`config.mk`:
```
export PLATFORM = sky130hd
export DESIGN_NAME = sorted_key_table_engine_top
export DESIGN_NICKNAME = d
export VERILOG_FILES = /design/src/skte_pkg.sv /design/src/skte_datapath.sv /design/src/skte_ctrl.sv /design/src/sorted_key_table_engine_top.sv
export SDC_FILE = /design/constraint.sdc
export NUM_CORES = 2
export LEC_CHECK = 0
export BUFFER_PORTS_ARGS = -buffer_cell sky130_fd_sc_hd__buf_2
export CORE_MARGIN = 5
export CORE_UTILIZATION = 39
export DETAILED_ROUTE_END_ITERATION = 10
export SYNTH_ARGS = -nofsm -noshare
export SYNTH_HDL_FRONTEND = slang
export SYNTH_SLANG_ARGS = --single-unit
export TNS_END_PERCENT = 1
```
`constraint.sdc`:
```
create_clock -name clk -period 6.9 [get_ports clk]
set_input_delay 1.38 -clock clk [delete_from_list [all_inputs] [get_ports clk]]
set_output_delay 1.38 -clock clk [all_outputs]
set_load 0.03 [all_outputs]
```
`src/skte_pkg.sv`:
```
package skte_pkg;

	localparam int CapacityDef = 64;

	localparam logic [15:0] KeyMinRst   = 16'd42900;
	localparam logic [15:0] KeyMaxRst   = 16'd45150;
	localparam logic [9:0]  ValueMinRst = 10'd200;
	localparam logic [9:0]  ValueMaxRst = 10'd600;

	typedef enum logic [2:0] {
		CMD_INSERT = 3'd0,
		CMD_REMOVE = 3'd1,
		CMD_UPDATE = 3'd2,
		CMD_SEARCH = 3'd3,
		CMD_LIST   = 3'd4
	} cmd_t;

	typedef enum logic [2:0] {
		ST_OK        = 3'd0,
		ST_REPLACED  = 3'd1,
		ST_BAD_KEY   = 3'd2,
		ST_BAD_VALUE = 3'd3,
		ST_NOT_FOUND = 3'd4,
		ST_FULL      = 3'd5,
		ST_NO_MATCH  = 3'd6
	} status_t;

	typedef enum logic [1:0] {
		REG_KEY_MIN   = 2'd0,
		REG_KEY_MAX   = 2'd1,
		REG_VALUE_MIN = 2'd2,
		REG_VALUE_MAX = 2'd3
	} reg_t;

	// operations the controller asks of the datapath
	typedef enum logic [2:0] {
		OP_NONE   = 3'd0,
		OP_RD     = 3'd1,
		OP_SHUP   = 3'd2,
		OP_SHDN   = 3'd3,
		OP_WRITE  = 3'd4,
		OP_WRVAL  = 3'd5
	} op_t;

	typedef struct packed {
		op_t        op;
		logic [6:0] addr;
		logic [15:0] wkey;
		logic [9:0]  wval;
	} dp_cmd_t;

	typedef struct packed {
		logic [15:0] rkey;
		logic [9:0]  rval;
	} dp_stat_t;

endpackage

```
`src/skte_datapath.sv`:
```
module skte_datapath #(
	parameter int CAPACITY = skte_pkg::CapacityDef,
	localparam int AW = (CAPACITY > 1) ? $clog2(CAPACITY) : 1
) (
	input  logic               clk,
	input  skte_pkg::dp_cmd_t  cmd,
	output skte_pkg::dp_stat_t stat
);

	logic [15:0] key_mem [CAPACITY];
	logic [9:0]  val_mem [CAPACITY];
	logic [15:0] rkey_q;
	logic [9:0]  rval_q;
	logic [AW-1:0] a;

	assign a = cmd.addr[AW-1:0];

	// one read or one write a cycle; a shift writes the word held from the most recent read
	always_ff @(posedge clk) begin
		unique case (cmd.op)
			skte_pkg::OP_RD: begin
				rkey_q <= key_mem[a];
				rval_q <= val_mem[a];
			end
			skte_pkg::OP_SHUP, skte_pkg::OP_SHDN: begin
				key_mem[a] <= rkey_q;
				val_mem[a] <= rval_q;
			end
			skte_pkg::OP_WRITE: begin
				key_mem[a] <= cmd.wkey;
				val_mem[a] <= cmd.wval;
			end
			skte_pkg::OP_WRVAL: val_mem[a] <= cmd.wval;
			default: ;
		endcase
	end

	assign stat.rkey = rkey_q;
	assign stat.rval = rval_q;

endmodule

```
`src/skte_ctrl.sv`:
```
module skte_ctrl #(
	parameter int CAPACITY = skte_pkg::CapacityDef
) (
	input  logic               clk,
	input  logic               arst_n,
	input  logic               s_tvalid,
	output logic               s_tready,
	input  logic [31:0]        s_tdata,
	output logic               m_tvalid,
	input  logic               m_tready,
	output logic [47:0]        m_tdata,
	output logic               m_tlast,
	input  logic               cfg_valid,
	output logic               cfg_ready,
	input  logic [1:0]         cfg_index,
	input  logic [15:0]        cfg_data,
	output skte_pkg::dp_cmd_t  dcmd,
	input  skte_pkg::dp_stat_t dstat
);

	typedef enum logic [9:0] {
		S_IDLE  = 10'b0000000001,
		S_BSRD  = 10'b0000000010,
		S_BSCMP = 10'b0000000100,
		S_DECIDE= 10'b0000001000,
		S_SHRD  = 10'b0000010000,
		S_SHWR  = 10'b0000100000,
		S_SCRD  = 10'b0001000000,
		S_SCCMP = 10'b0010000000,
		S_OUT   = 10'b0100000000,
		S_SCOUT = 10'b1000000000
	} state_t;

	state_t state_q;
	logic [2:0]  cmd_q;
	logic [15:0] key_q;
	logic [9:0]  val_q;
	logic [6:0]  cnt_q, lo_q, hi_q, mid_q, i_q, idx_q;
	logic        hit_q, found_q;
	logic [15:0] kmin_q, kmax_q;
	logic [9:0]  vmin_q, vmax_q;
	logic        ov_q, olast_q;
	logic [2:0]  ost_q;
	logic [15:0] okey_q;
	logic [9:0]  oval_q;
	logic [5:0]  opos_q;
	logic        key_ok, val_ok;
	logic [6:0]  mid_n;

	assign key_ok = (key_q >= kmin_q) && (key_q <= kmax_q);
	assign val_ok = (val_q >= vmin_q) && (val_q <= vmax_q);
	assign mid_n  = 7'((8'(lo_q) + 8'(hi_q)) >> 1);

	assign s_tready  = (state_q == S_IDLE) && !ov_q;
	assign cfg_ready = 1'b1;
	assign m_tvalid  = ov_q;
	assign m_tlast   = olast_q;
	assign m_tdata   = {6'd0, cnt_q, opos_q, oval_q, okey_q, ost_q};

	always_comb begin
		dcmd = '0;
		dcmd.op = skte_pkg::OP_NONE;
		dcmd.wkey = key_q;
		dcmd.wval = val_q;
		unique case (state_q)
			S_BSRD: begin
				dcmd.op = skte_pkg::OP_RD;
				dcmd.addr = mid_n;
			end
			S_SHRD: begin
				dcmd.op = skte_pkg::OP_RD;
				dcmd.addr = (cmd_q == skte_pkg::CMD_INSERT) ? 7'(i_q - 7'd1) : 7'(i_q + 7'd1);
			end
			S_SHWR: begin
				dcmd.op = skte_pkg::OP_SHUP;
				dcmd.addr = i_q;
			end
			S_SCRD: begin
				dcmd.op = skte_pkg::OP_RD;
				dcmd.addr = i_q;
			end
			default: ;
		endcase
		if (state_q == S_DECIDE && hit_q && val_ok &&
				(cmd_q == skte_pkg::CMD_INSERT || cmd_q == skte_pkg::CMD_UPDATE)) begin
			dcmd.op = skte_pkg::OP_WRVAL;
			dcmd.addr = idx_q;
		end
		if (state_q == S_SHRD && cmd_q == skte_pkg::CMD_INSERT && i_q == idx_q) begin
			dcmd.op = skte_pkg::OP_WRITE;
			dcmd.addr = idx_q;
		end
	end

	always_ff @(posedge clk or negedge arst_n) begin
		if (!arst_n) begin
			state_q <= S_IDLE;
			cnt_q <= '0;
			ov_q <= 1'b0;
			kmin_q <= skte_pkg::KeyMinRst;
			kmax_q <= skte_pkg::KeyMaxRst;
			vmin_q <= skte_pkg::ValueMinRst;
			vmax_q <= skte_pkg::ValueMaxRst;
		end else begin
			if (cfg_valid) begin
				unique case (cfg_index)
					skte_pkg::REG_KEY_MIN:   kmin_q <= cfg_data;
					skte_pkg::REG_KEY_MAX:   kmax_q <= cfg_data;
					skte_pkg::REG_VALUE_MIN: vmin_q <= cfg_data[9:0];
					default:                 vmax_q <= cfg_data[9:0];
				endcase
			end
			if (ov_q && m_tready) ov_q <= 1'b0;
			unique case (state_q)
				S_IDLE: if (s_tvalid && !ov_q) begin
					cmd_q <= s_tdata[2:0];
					key_q <= s_tdata[18:3];
					val_q <= s_tdata[28:19];
					lo_q <= '0;
					hi_q <= cnt_q;
					hit_q <= 1'b0;
					i_q <= '0;
					found_q <= 1'b0;
					unique case (s_tdata[2:0])
						skte_pkg::CMD_INSERT, skte_pkg::CMD_REMOVE, skte_pkg::CMD_UPDATE:
							state_q <= S_BSCMP;
						skte_pkg::CMD_SEARCH, skte_pkg::CMD_LIST:
							state_q <= S_SCRD;
						default: state_q <= S_IDLE;
					endcase
				end
				S_BSCMP: begin
					if (!key_ok) begin
						state_q <= S_DECIDE;
					end else if (lo_q < hi_q) begin
						mid_q <= mid_n;
						state_q <= S_BSRD;
					end else begin
						idx_q <= lo_q;
						state_q <= S_DECIDE;
					end
				end
				S_BSRD: state_q <= S_SCCMP;
				S_SCCMP: begin
					if (cmd_q == skte_pkg::CMD_SEARCH || cmd_q == skte_pkg::CMD_LIST) begin
						if (cmd_q == skte_pkg::CMD_LIST || dstat.rval == val_q) begin
							if (found_q) begin
								// send the held hit, the new one is loaded once it is taken
								ov_q <= 1'b1;
								state_q <= S_SCOUT;
							end else begin
								ost_q <= skte_pkg::ST_OK;
								okey_q <= dstat.rkey;
								oval_q <= dstat.rval;
								opos_q <= i_q[5:0];
								olast_q <= 1'b0;
								found_q <= 1'b1;
								i_q <= 7'(i_q + 7'd1);
								state_q <= S_SCRD;
							end
						end else begin
							i_q <= 7'(i_q + 7'd1);
							state_q <= S_SCRD;
						end
					end else if (dstat.rkey == key_q) begin
						hit_q <= 1'b1;
						idx_q <= mid_q;
						state_q <= S_DECIDE;
					end else begin
						if (dstat.rkey > key_q) hi_q <= mid_q;
						else lo_q <= 7'(mid_q + 7'd1);
						state_q <= S_BSCMP;
					end
				end
				S_DECIDE: begin
					ost_q <= skte_pkg::ST_OK;
					okey_q <= key_q;
					oval_q <= val_q;
					opos_q <= idx_q[5:0];
					olast_q <= 1'b1;
					state_q <= S_OUT;
					if (!key_ok) begin
						ost_q <= skte_pkg::ST_BAD_KEY;
						opos_q <= '0;
					end else unique case (cmd_q)
						skte_pkg::CMD_INSERT: begin
							if (!val_ok) begin
								ost_q <= skte_pkg::ST_BAD_VALUE;
								opos_q <= '0;
							end else if (hit_q) begin
								ost_q <= skte_pkg::ST_REPLACED;
							end else if (cnt_q >= 7'(CAPACITY)) begin
								ost_q <= skte_pkg::ST_FULL;
								opos_q <= '0;
							end else begin
								i_q <= cnt_q;
								state_q <= S_SHRD;
							end
						end
						skte_pkg::CMD_REMOVE: begin
							if (!hit_q) begin
								ost_q <= skte_pkg::ST_NOT_FOUND;
								opos_q <= '0;
							end else begin
								oval_q <= dstat.rval;
								i_q <= idx_q;
								state_q <= S_SHRD;
							end
						end
						default: begin
							if (!hit_q) begin
								ost_q <= skte_pkg::ST_NOT_FOUND;
								opos_q <= '0;
							end else if (!val_ok) begin
								ost_q <= skte_pkg::ST_BAD_VALUE;
								opos_q <= '0;
							end
						end
					endcase
				end
				S_SHRD: begin
					if (cmd_q == skte_pkg::CMD_INSERT) begin
						if (i_q == idx_q) begin
							cnt_q <= 7'(cnt_q + 7'd1);
							state_q <= S_OUT;
						end else state_q <= S_SHWR;
					end else begin
						if (7'(i_q + 7'd1) >= cnt_q) begin
							cnt_q <= 7'(cnt_q - 7'd1);
							state_q <= S_OUT;
						end else state_q <= S_SHWR;
					end
				end
				S_SHWR: begin
					i_q <= (cmd_q == skte_pkg::CMD_INSERT) ? 7'(i_q - 7'd1) : 7'(i_q + 7'd1);
					state_q <= S_SHRD;
				end
				S_SCRD: begin
					if (cmd_q == skte_pkg::CMD_SEARCH && !val_ok) begin
						ost_q <= skte_pkg::ST_BAD_VALUE;
						okey_q <= key_q;
						oval_q <= val_q;
						opos_q <= '0;
						olast_q <= 1'b1;
						state_q <= S_OUT;
					end else if (i_q >= cnt_q) begin
						if (found_q) begin
							olast_q <= 1'b1;
							ov_q <= 1'b1;
							state_q <= S_IDLE;
						end else begin
							ost_q <= skte_pkg::ST_NO_MATCH;
							okey_q <= '0;
							oval_q <= (cmd_q == skte_pkg::CMD_SEARCH) ? val_q : 10'd0;
							opos_q <= '0;
							olast_q <= 1'b1;
							state_q <= S_OUT;
						end
					end else state_q <= S_SCCMP;
				end
				S_OUT: begin
					ov_q <= 1'b1;
					state_q <= S_IDLE;
				end
				S_SCOUT: if (!ov_q) begin
					// hold the hit to learn whether a later one follows
					okey_q <= dstat.rkey;
					oval_q <= dstat.rval;
					opos_q <= i_q[5:0];
					i_q <= 7'(i_q + 7'd1);
					state_q <= S_SCRD;
				end
				default: state_q <= S_IDLE;
			endcase
		end
	end

endmodule

```
`src/sorted_key_table_engine_top.sv`:
```
// insert and remove run a binary search over the sorted table, then shift the entries
// past the position one slot at a time; search and list read and compare every entry
// in turn, plus the wait for each output handshake
// throughput is one command at a time; the next command is taken after the last
// result transaction, bounded by the shift and scan loops over the table memory
// reset: arst_n clears the entry count and loads the default bounds
module sorted_key_table_engine_top #(
	parameter int CAPACITY = skte_pkg::CapacityDef
) (
	input  logic        clk,
	input  logic        arst_n,
	input  logic        s_tvalid,
	output logic        s_tready,
	input  logic [31:0] s_tdata,   // command, key, value
	output logic        m_tvalid,
	input  logic        m_tready,
	output logic [47:0] m_tdata,   // status, out_key, out_value, position, entry_count
	output logic        m_tlast,
	input  logic        cfg_valid,
	output logic        cfg_ready,
	input  logic [1:0]  cfg_index,
	input  logic [15:0] cfg_data
);

	skte_pkg::dp_cmd_t  dcmd;
	skte_pkg::dp_stat_t dstat;

	skte_ctrl #(.CAPACITY(CAPACITY)) u_ctrl (
		.clk, .arst_n, .s_tvalid, .s_tready, .s_tdata,
		.m_tvalid, .m_tready, .m_tdata, .m_tlast,
		.cfg_valid, .cfg_ready, .cfg_index, .cfg_data,
		.dcmd, .dstat
	);

	skte_datapath #(.CAPACITY(CAPACITY)) u_dp (
		.clk, .cmd(dcmd), .stat(dstat)
	);

endmodule
```
Word-level counts from Yosys, hierarchy flattened
Memories as Yosys holds them, arrays and structs flattened. A register that Yosys moved wholly into a read port is not among the register bits.
Index checks and enable logic that the tools add are counted.
{"block": "classes", "reduce_logical": 46, "eq_ne": 50, "addsub": 6, "n_mul": 0, "n_bitwise": 4, "mux": 135, "order_cmp": 9, "div": 0, "shift": 0}
{"cell": "$mux 10", "count": 26}
{"cell": "$mux 7", "count": 25}
{"cell": "$mux 16", "count": 8}
{"cell": "$pmux 10 s9", "count": 1}
{"cell": "$mux 6", "count": 14}
{"cell": "$pmux 7 s2", "count": 5}
{"cell": "$pmux 16 s4", "count": 1}
{"cell": "$mux 9", "count": 6}
{"cell": "$pmux 10 s4", "count": 1}
{"cell": "$mux 3", "count": 12}
{"cell": "$pmux 9 s4", "count": 1}
{"cell": "$pmux 7 s5", "count": 1}
{"cell": "$pmux 6 s4", "count": 1}
{"cell": "$reduce_and 6->1", "count": 4}
{"cell": "$mux 1", "count": 22}
{"cell": "$add 7x1->7 const B", "count": 3}
{"cell": "$pmux 10 s2", "count": 1}
{"cell": "$eq 3x2->1 const B", "count": 6}
{"cell": "$eq 16x16->1", "count": 1}
{"cell": "$ge 16x16->1", "count": 1}
{"cell": "$gt 16x16->1", "count": 1}
{"cell": "$le 16x16->1", "count": 1}
{"cell": "$ne 2x2->1 const B", "count": 8}
{"cell": "$ge 7x7->1", "count": 2}
{"cell": "other kinds (53)", "count": 98}
{"block": "word_totals", "input_bits": 55, "ramBits": 1664, "latchBits": 0, "rom_bits": 0, "n_memories": 2, "reg_bits": 172}
{"memory": "u_dp.key_mem", "words": 64, "width": 16, "read_ports": 1, "rd_ports_with_merged_regs": 1, "wr": 1, "line": "skte_datapath.sv:10", "text": "logic [15:0] key_mem [CAPACITY];"}
{"memory": "u_dp.val_mem", "words": 64, "width": 10, "read_ports": 1, "rd_ports_with_merged_regs": 1, "wr": 1, "line": "skte_datapath.sv:11", "text": "logic [9:0] val_mem [CAPACITY];"}

Longest topological paths before layout
{"block": "logic_depth", "depth_word": 12, "depth_mapped": 18}

By module
From an unflattened synthesis, not the netlist that was laid out.
{"block": "unflattened", "hier_cells": 4758, "area_unflattened_um2": 76422.0}
{"mod": "skte_datapath", "area_per_inst_um2": 66044.6, "n_inst": 1, "cells_each": 3787}
{"mod": "skte_ctrl", "area_per_inst_um2": 10377.5, "n_inst": 1, "cells_each": 971}

Worst setup path after synthesis
OpenSTA, ideal clock, no wires.
{"block": "synth_timing", "path_kind": "register -> register", "startpoint": "reg u_ctrl.vmax_q[3]", "endpoint": "mem u_dp.val_mem[0][0], data pin", "path_slack_ps": 1235, "t_arrival_ps": 4963, "setup_time_ps": 702, "path_stages_with_launch": 11, "cell_sequence": "dfstp_2 -> inv_1 -> ha_1 -> a21o_1 -> a21o_1 -> a2111o_1 -> and2_1 -> clkbuf_1 -> o31a_1 -> clkbuf_1 -> o21ai_0"}
{"block": "synth_between", "elab_chain_len": 11, "word_cells_on_any_way": 14, "classes_between": "order compare: 1; eq/ne: 2; mux: 8; reduce/logical: 3"}
{"element": "from (decl)", "line": "skte_ctrl.sv:41", "text": "logic [9:0] vmin_q, vmax_q;"}
{"element": "from (signal assigned)", "line": "skte_ctrl.sv:103", "text": "vmax_q <= skte_pkg::ValueMaxRst;"}
{"element": "from (signal assigned)", "line": "skte_ctrl.sv:110", "text": "default: vmax_q <= cfg_data[9:0];"}
{"element": "$le 10x10->1 *", "line": "skte_ctrl.sv:51", "text": "assign val_ok = (val_q >= vmin_q) && (val_q <= vmax_q);"}
{"element": "$logic_and 1x1->1 *", "line": "skte_ctrl.sv:51"}
{"element": "$logic_and 1x1->1 * (2 in series)", "line": "skte_ctrl.sv:84", "text": "if (state_q == S_DECIDE && hit_q && val_ok &&"}
{"element": "$mux 10 *", "line": "skte_ctrl.sv:84"}
{"element": "$mux 10 *", "line": "skte_ctrl.sv:89", "text": "if (state_q == S_SHRD && cmd_q == skte_pkg::CMD_INSERT && i_q == idx_q) begin"}
{"element": "$eq 3x3->1", "line": "skte_datapath.sv:20", "text": "unique case (cmd.op)"}
{"element": "$mux 1", "line": "skte_datapath.sv:20"}
{"element": "$mux 1 (not written as such)", "line": "skte_datapath.sv:31", "text": "val_mem[a] <= cmd.wval;"}
{"element": "$mux 10 (no line)"}
{"element": "$mux 10 (no line) *"}
{"element": "to (decl)", "line": "skte_datapath.sv:11"}
Mark *: on every way between the ends. The rest lies on a longest branch, timed or not.

Worst setup path after layout
{"block": "layout_timing", "startpoint": "reg u_ctrl.val_q[3]", "endpoint": "reg u_dp.rkey_q[8] (read register of u_dp.key_mem), data pin"}
{"block": "layout_between", "elab_chain_len": 7, "word_cells_on_any_way": 8, "classes_between": "order compare: 2; eq/ne: 1; mux: 2; reduce/logical: 3"}
{"element": "from (decl)", "line": "skte_ctrl.sv:37", "text": "logic [9:0] val_q;"}
{"element": "from (signal assigned)", "line": "skte_ctrl.sv:118", "text": "val_q <= s_tdata[28:19];"}
{"element": "$ge 10x10->1 / $le 10x10->1 (equally long branches)", "line": "skte_ctrl.sv:51"}
{"element": "$logic_and 1x1->1 *", "line": "skte_ctrl.sv:51"}
{"element": "$logic_and 1x1->1 * (2 in series)", "line": "skte_ctrl.sv:84"}
{"element": "$mux 10 *", "line": "skte_ctrl.sv:84"}
{"element": "$mux 10 *", "line": "skte_ctrl.sv:89"}
{"element": "$eq 3x1->1", "line": "skte_datapath.sv:20"}
{"element": "to (decl)", "line": "skte_datapath.sv:12", "text": "logic [15:0] rkey_q;"}
Marks and branches as above.
A chain may end at the register's enable or synchronous reset.

==> metrics.md <==
| Metric | Value |
|---|---|
| RSZ-0062 raised after global routing | false |
| HPWL after detailed placement | 146 mm |
| Shortest period the worst path allows | 6.22 ns |
| Vias | 49200 |
| Clock root cell | clkbuf_16 |
| Async set-reset flop share out of synthesis | 3.76% |
| Placer Congestion | 0.914 |
| Synth Cell Area | 0.0778 mm² |
| Area share of the largest cell type after synthesis | 69.1% |
| P&R area growth vs syn | 13.5% |
| Crit path DAT | 6.65 ns |
| Final slew viol count | 0 |
| First-pass DRT Iterations | 8 |
| Die height | 457 µm |
| P_int | 18.3 mW |
| Starting Density | 39.1% |
| Core Rows | 164 |
| Synthesis-stage register bit count | 1862 |
| Max Cap Viol | 0 |
| CP Max Fanout | 37 |
| P per Cell Area | 269 mW/mm² |
| Fillers | 17600 |
| Status | finished clean |
| Worst path required time | 7.33 ns |
| Synth Area per Inst | 14.4 µm² |
| Sequential cell area | 0.0556 mm² |
| Synth area leader | edfxtp_1 |
| Die ar. | 0.209 mm² |
| # nets final | 5772 |
| Number of synthesized flops with an enable pin | 1792 |
| Initial antenna violation count | 9 |
| Worst Hold Slack | 0.416 ns |
| Clk network pwr share | 39.7% |
| Total GRT Usage | 22.1% |
| CTS Hold Bufs | 0 |
| Achievable Freq | 0.161 GHz |
| Max Root-Sink Buffers | 3 |
| Combinational fraction of design power | 7.2% |
| Peak supply drop | 0.181 mV |
| Seq pwr share | 53.1% |
| Synth warn | 0 |
| Post-CTS Setup Inserts | 0 |
| Static Leakage | 30.4 nW |
| CTS Sinks | 1862 |
| Largest net degree at the start of global routing | 122 |
| Die Width | 457 µm |
| Routed WL per cell | 28.4 µm |
| Reg2reg path depth | 15 |
| Fin Clk Skew | 0.0315 ns |
| Setup crit end kind | flop |
| Seq/Total Area, Yosys | 71.4% |
| Post-Synthesis Cells | 5396 |
| CP Launch Type | flop |
| Total congestion overflow | 0 |
| Detail Route Antenna Nets | 0 |
| Switching Fraction | 23.0% |
| Vias in the first global route | 46200 |
| DRT iter0 DRCs | 6645 |
| CTS tree | done |
| Share of cells above drive strength 1 | 14.9% |
| Final hold vios | 0 |
| Vias per cell | 5.85 |
| Setup_tns | 0 ns |
| Largest cells by area after synthesis | edfxtp_1, mux2i_1, nand2_1 |
| Most common cell after layout, fill and taps aside | edfxtp_1 |
| CTS buffer count | 181 |
| Max-slew headroom | 12.8% |
| Htree depth | 4 |
| DRC viols | 0 |
| IO Pins | 107 |
| First-pass GRT wire length | 340 mm |
| Synth cell types | 96 |
| Post-synth top flop | edfxtp_1 |
| Psw | 5.47 mW |
| Worst-Skew Late Latency | 0.84 ns |
| Crit share post-route | 90.2% |
| Slew @ Worst Pin | 1.30 ns |
| IO buf count | 96 |
| Final setup viols | 0 |
| Detailed-route wire length | 239 mm |
| Clk slew on worst S/H paths | 0.06 ns |
| Hold Crit Class | primary input to asynchronous set/reset pin |
| Post-CTS resize count | 0 |
| Most frequent cells in the layout | edfxtp_1, nand2_1, mux2i_1 |
| Multi-input logic area | 0.0206 mm² |
| Power Total | 23.8 mW |
| Core footprint | 0.199 mm² |
| Crit path kind | flop to flop |
## metrics by stage
step	worst slack (ns)	std cells	util [%]	cell area, µm²
2_1_floorplan	1.24	5401	-	77800
3_3_place_gp	1.02	8086	41.6	82800
3_5_place_dp	0.950	8086	41.6	82800
4_1_cts	0.951	8413	44.3	88300
5_1_grt	0.660	8414	44.3	88300
6_report	0.680	8414	44.3	88300
## critical path: stages, from the launching register on
cell       delay, ns
edfxtp_1        0.52
ha_1            0.37
a21o_1          0.18
a21o_1          0.17
a2111o_1        0.42
a2bb2oi_1       0.57
a211oi_2        0.17
buf_4           0.29
nor2_4          0.62
buf_12          0.36
nor2_2          0.20
buf_4           0.29
a32oi_1         0.27
o221ai_1        0.26
a222oi_1        0.61
nand4_1         0.44
## final timing paths
| kind | endpoint | start | slack (ns) |
|---|---|---|---|
| worst max-delay path | u_dp.rkey_q[8] | u_ctrl.val_q[3] | 0.68 |
| worst min-delay path | u_ctrl.cnt_q[4] | arst_n | 0.42 |
| worst max register to register | u_dp.rkey_q[8] | u_ctrl.val_q[3] | 0.68 |
| worst min register to register | u_ctrl.kmax_q[8] | u_ctrl.kmax_q[8] | 0.51 |
| max in group asynchronous | u_ctrl.kmax_q[11] | arst_n | 5.30 |
| min in group clk | u_ctrl.kmax_q[8] | u_ctrl.kmax_q[8] | 0.51 |
## flip-flops by register name (all words and copies together) (netlist names), 16 cells and up
signal,flops
u_dp.key_mem,1024
u_ctrl.okey_q,16
u_dp.val_mem,640
u_ctrl.key_q,16
u_dp.rkey_q,16
u_ctrl.kmax_q,16
u_ctrl.kmin_q,16
## cell families (layout without fill, tap and decap cells)
| kind of cell | after synthesis | after routing | synth area share (%) |
|---|---|---|---|
| AOI/OAI and AO/OA | 1031 | 1031 | 9.58 |
| muxes | 437 | 437 | 5.79 |
| xor gates and xnor gates | 46 | 46 | 0.518 |
| other | 2 | 8 | 0.00965 |
| and+or+nand+nor | 1458 | 1458 | 8.22 |
| buffers and inverters | 456 | 812 | 2.76 |
| DFF | 1862 | 1862 | 71.4 |
| adders and majority gates | 104 | 104 | 1.69 |
## final cells by class
class,instances,area share (%)
flip-flops and latches,1862,62.9
multi-input cells,3083,23.3
clock buffers,231,5.44
well taps,2656,3.76
repair buffers,369,3.21
clock inverters,96,0.843
inverters,116,0.493
diodes,1,0.00283
## synth_stat cells, types with 18 or more instances
library cell  count
edfxtp_1       1792
a32oi_1          59
ha_1            102
nor2_1          221
mux2i_1         331
clkbuf_1         99
nor3b_1          18
dfrtp_1          46
o21ai_0         139
a21o_1           39
nand3_1         228
mux2_2          105
buf_1            23
inv_1           116
a211oi_1         28
nand2_1         812
o211ai_1         29
a31oi_1          39
nand4_1          35
o22ai_1          18
a21oi_1         231
a22o_1           33
o221ai_1         23
dfstp_2          24
a221o_1          48
a22oi_1          49
o2bb2ai_1        20
and3_1           38
a221oi_1         74
xnor2_1          31
buf_4            33
buf_2           172
a311oi_1         31
## layer usage
| layer | share of wire, % | GRT usage [%] | wire length, µm | vias to the layer above |
|---|---|---|---|---|
| li1 | - | - | - | 21200 |
| met1 | 41 | 30.8 | 96700 | 25000 |
| met2 | 45 | 33.9 | 108000 | 2641 |
| met3 | 10 | 5.28 | 24700 | 424 |
| met4 | 3.9 | 8.10 | 9430 | 2 |
| met5 | 0.0054 | 0 | 13 | - |
## power by group through the flow
stage	clock (mW)	combinational [mW]	sequential, mW
after detailed placement	0	1.69	12.9
after floorplan	0	1.06	12.8
final	9.43	1.71	12.6
after global placement	0	1.66	12.9
after global routing	10.0	1.84	12.6
after CTS	9.55	1.70	12.6
Power figures use the tool's default switching activity.
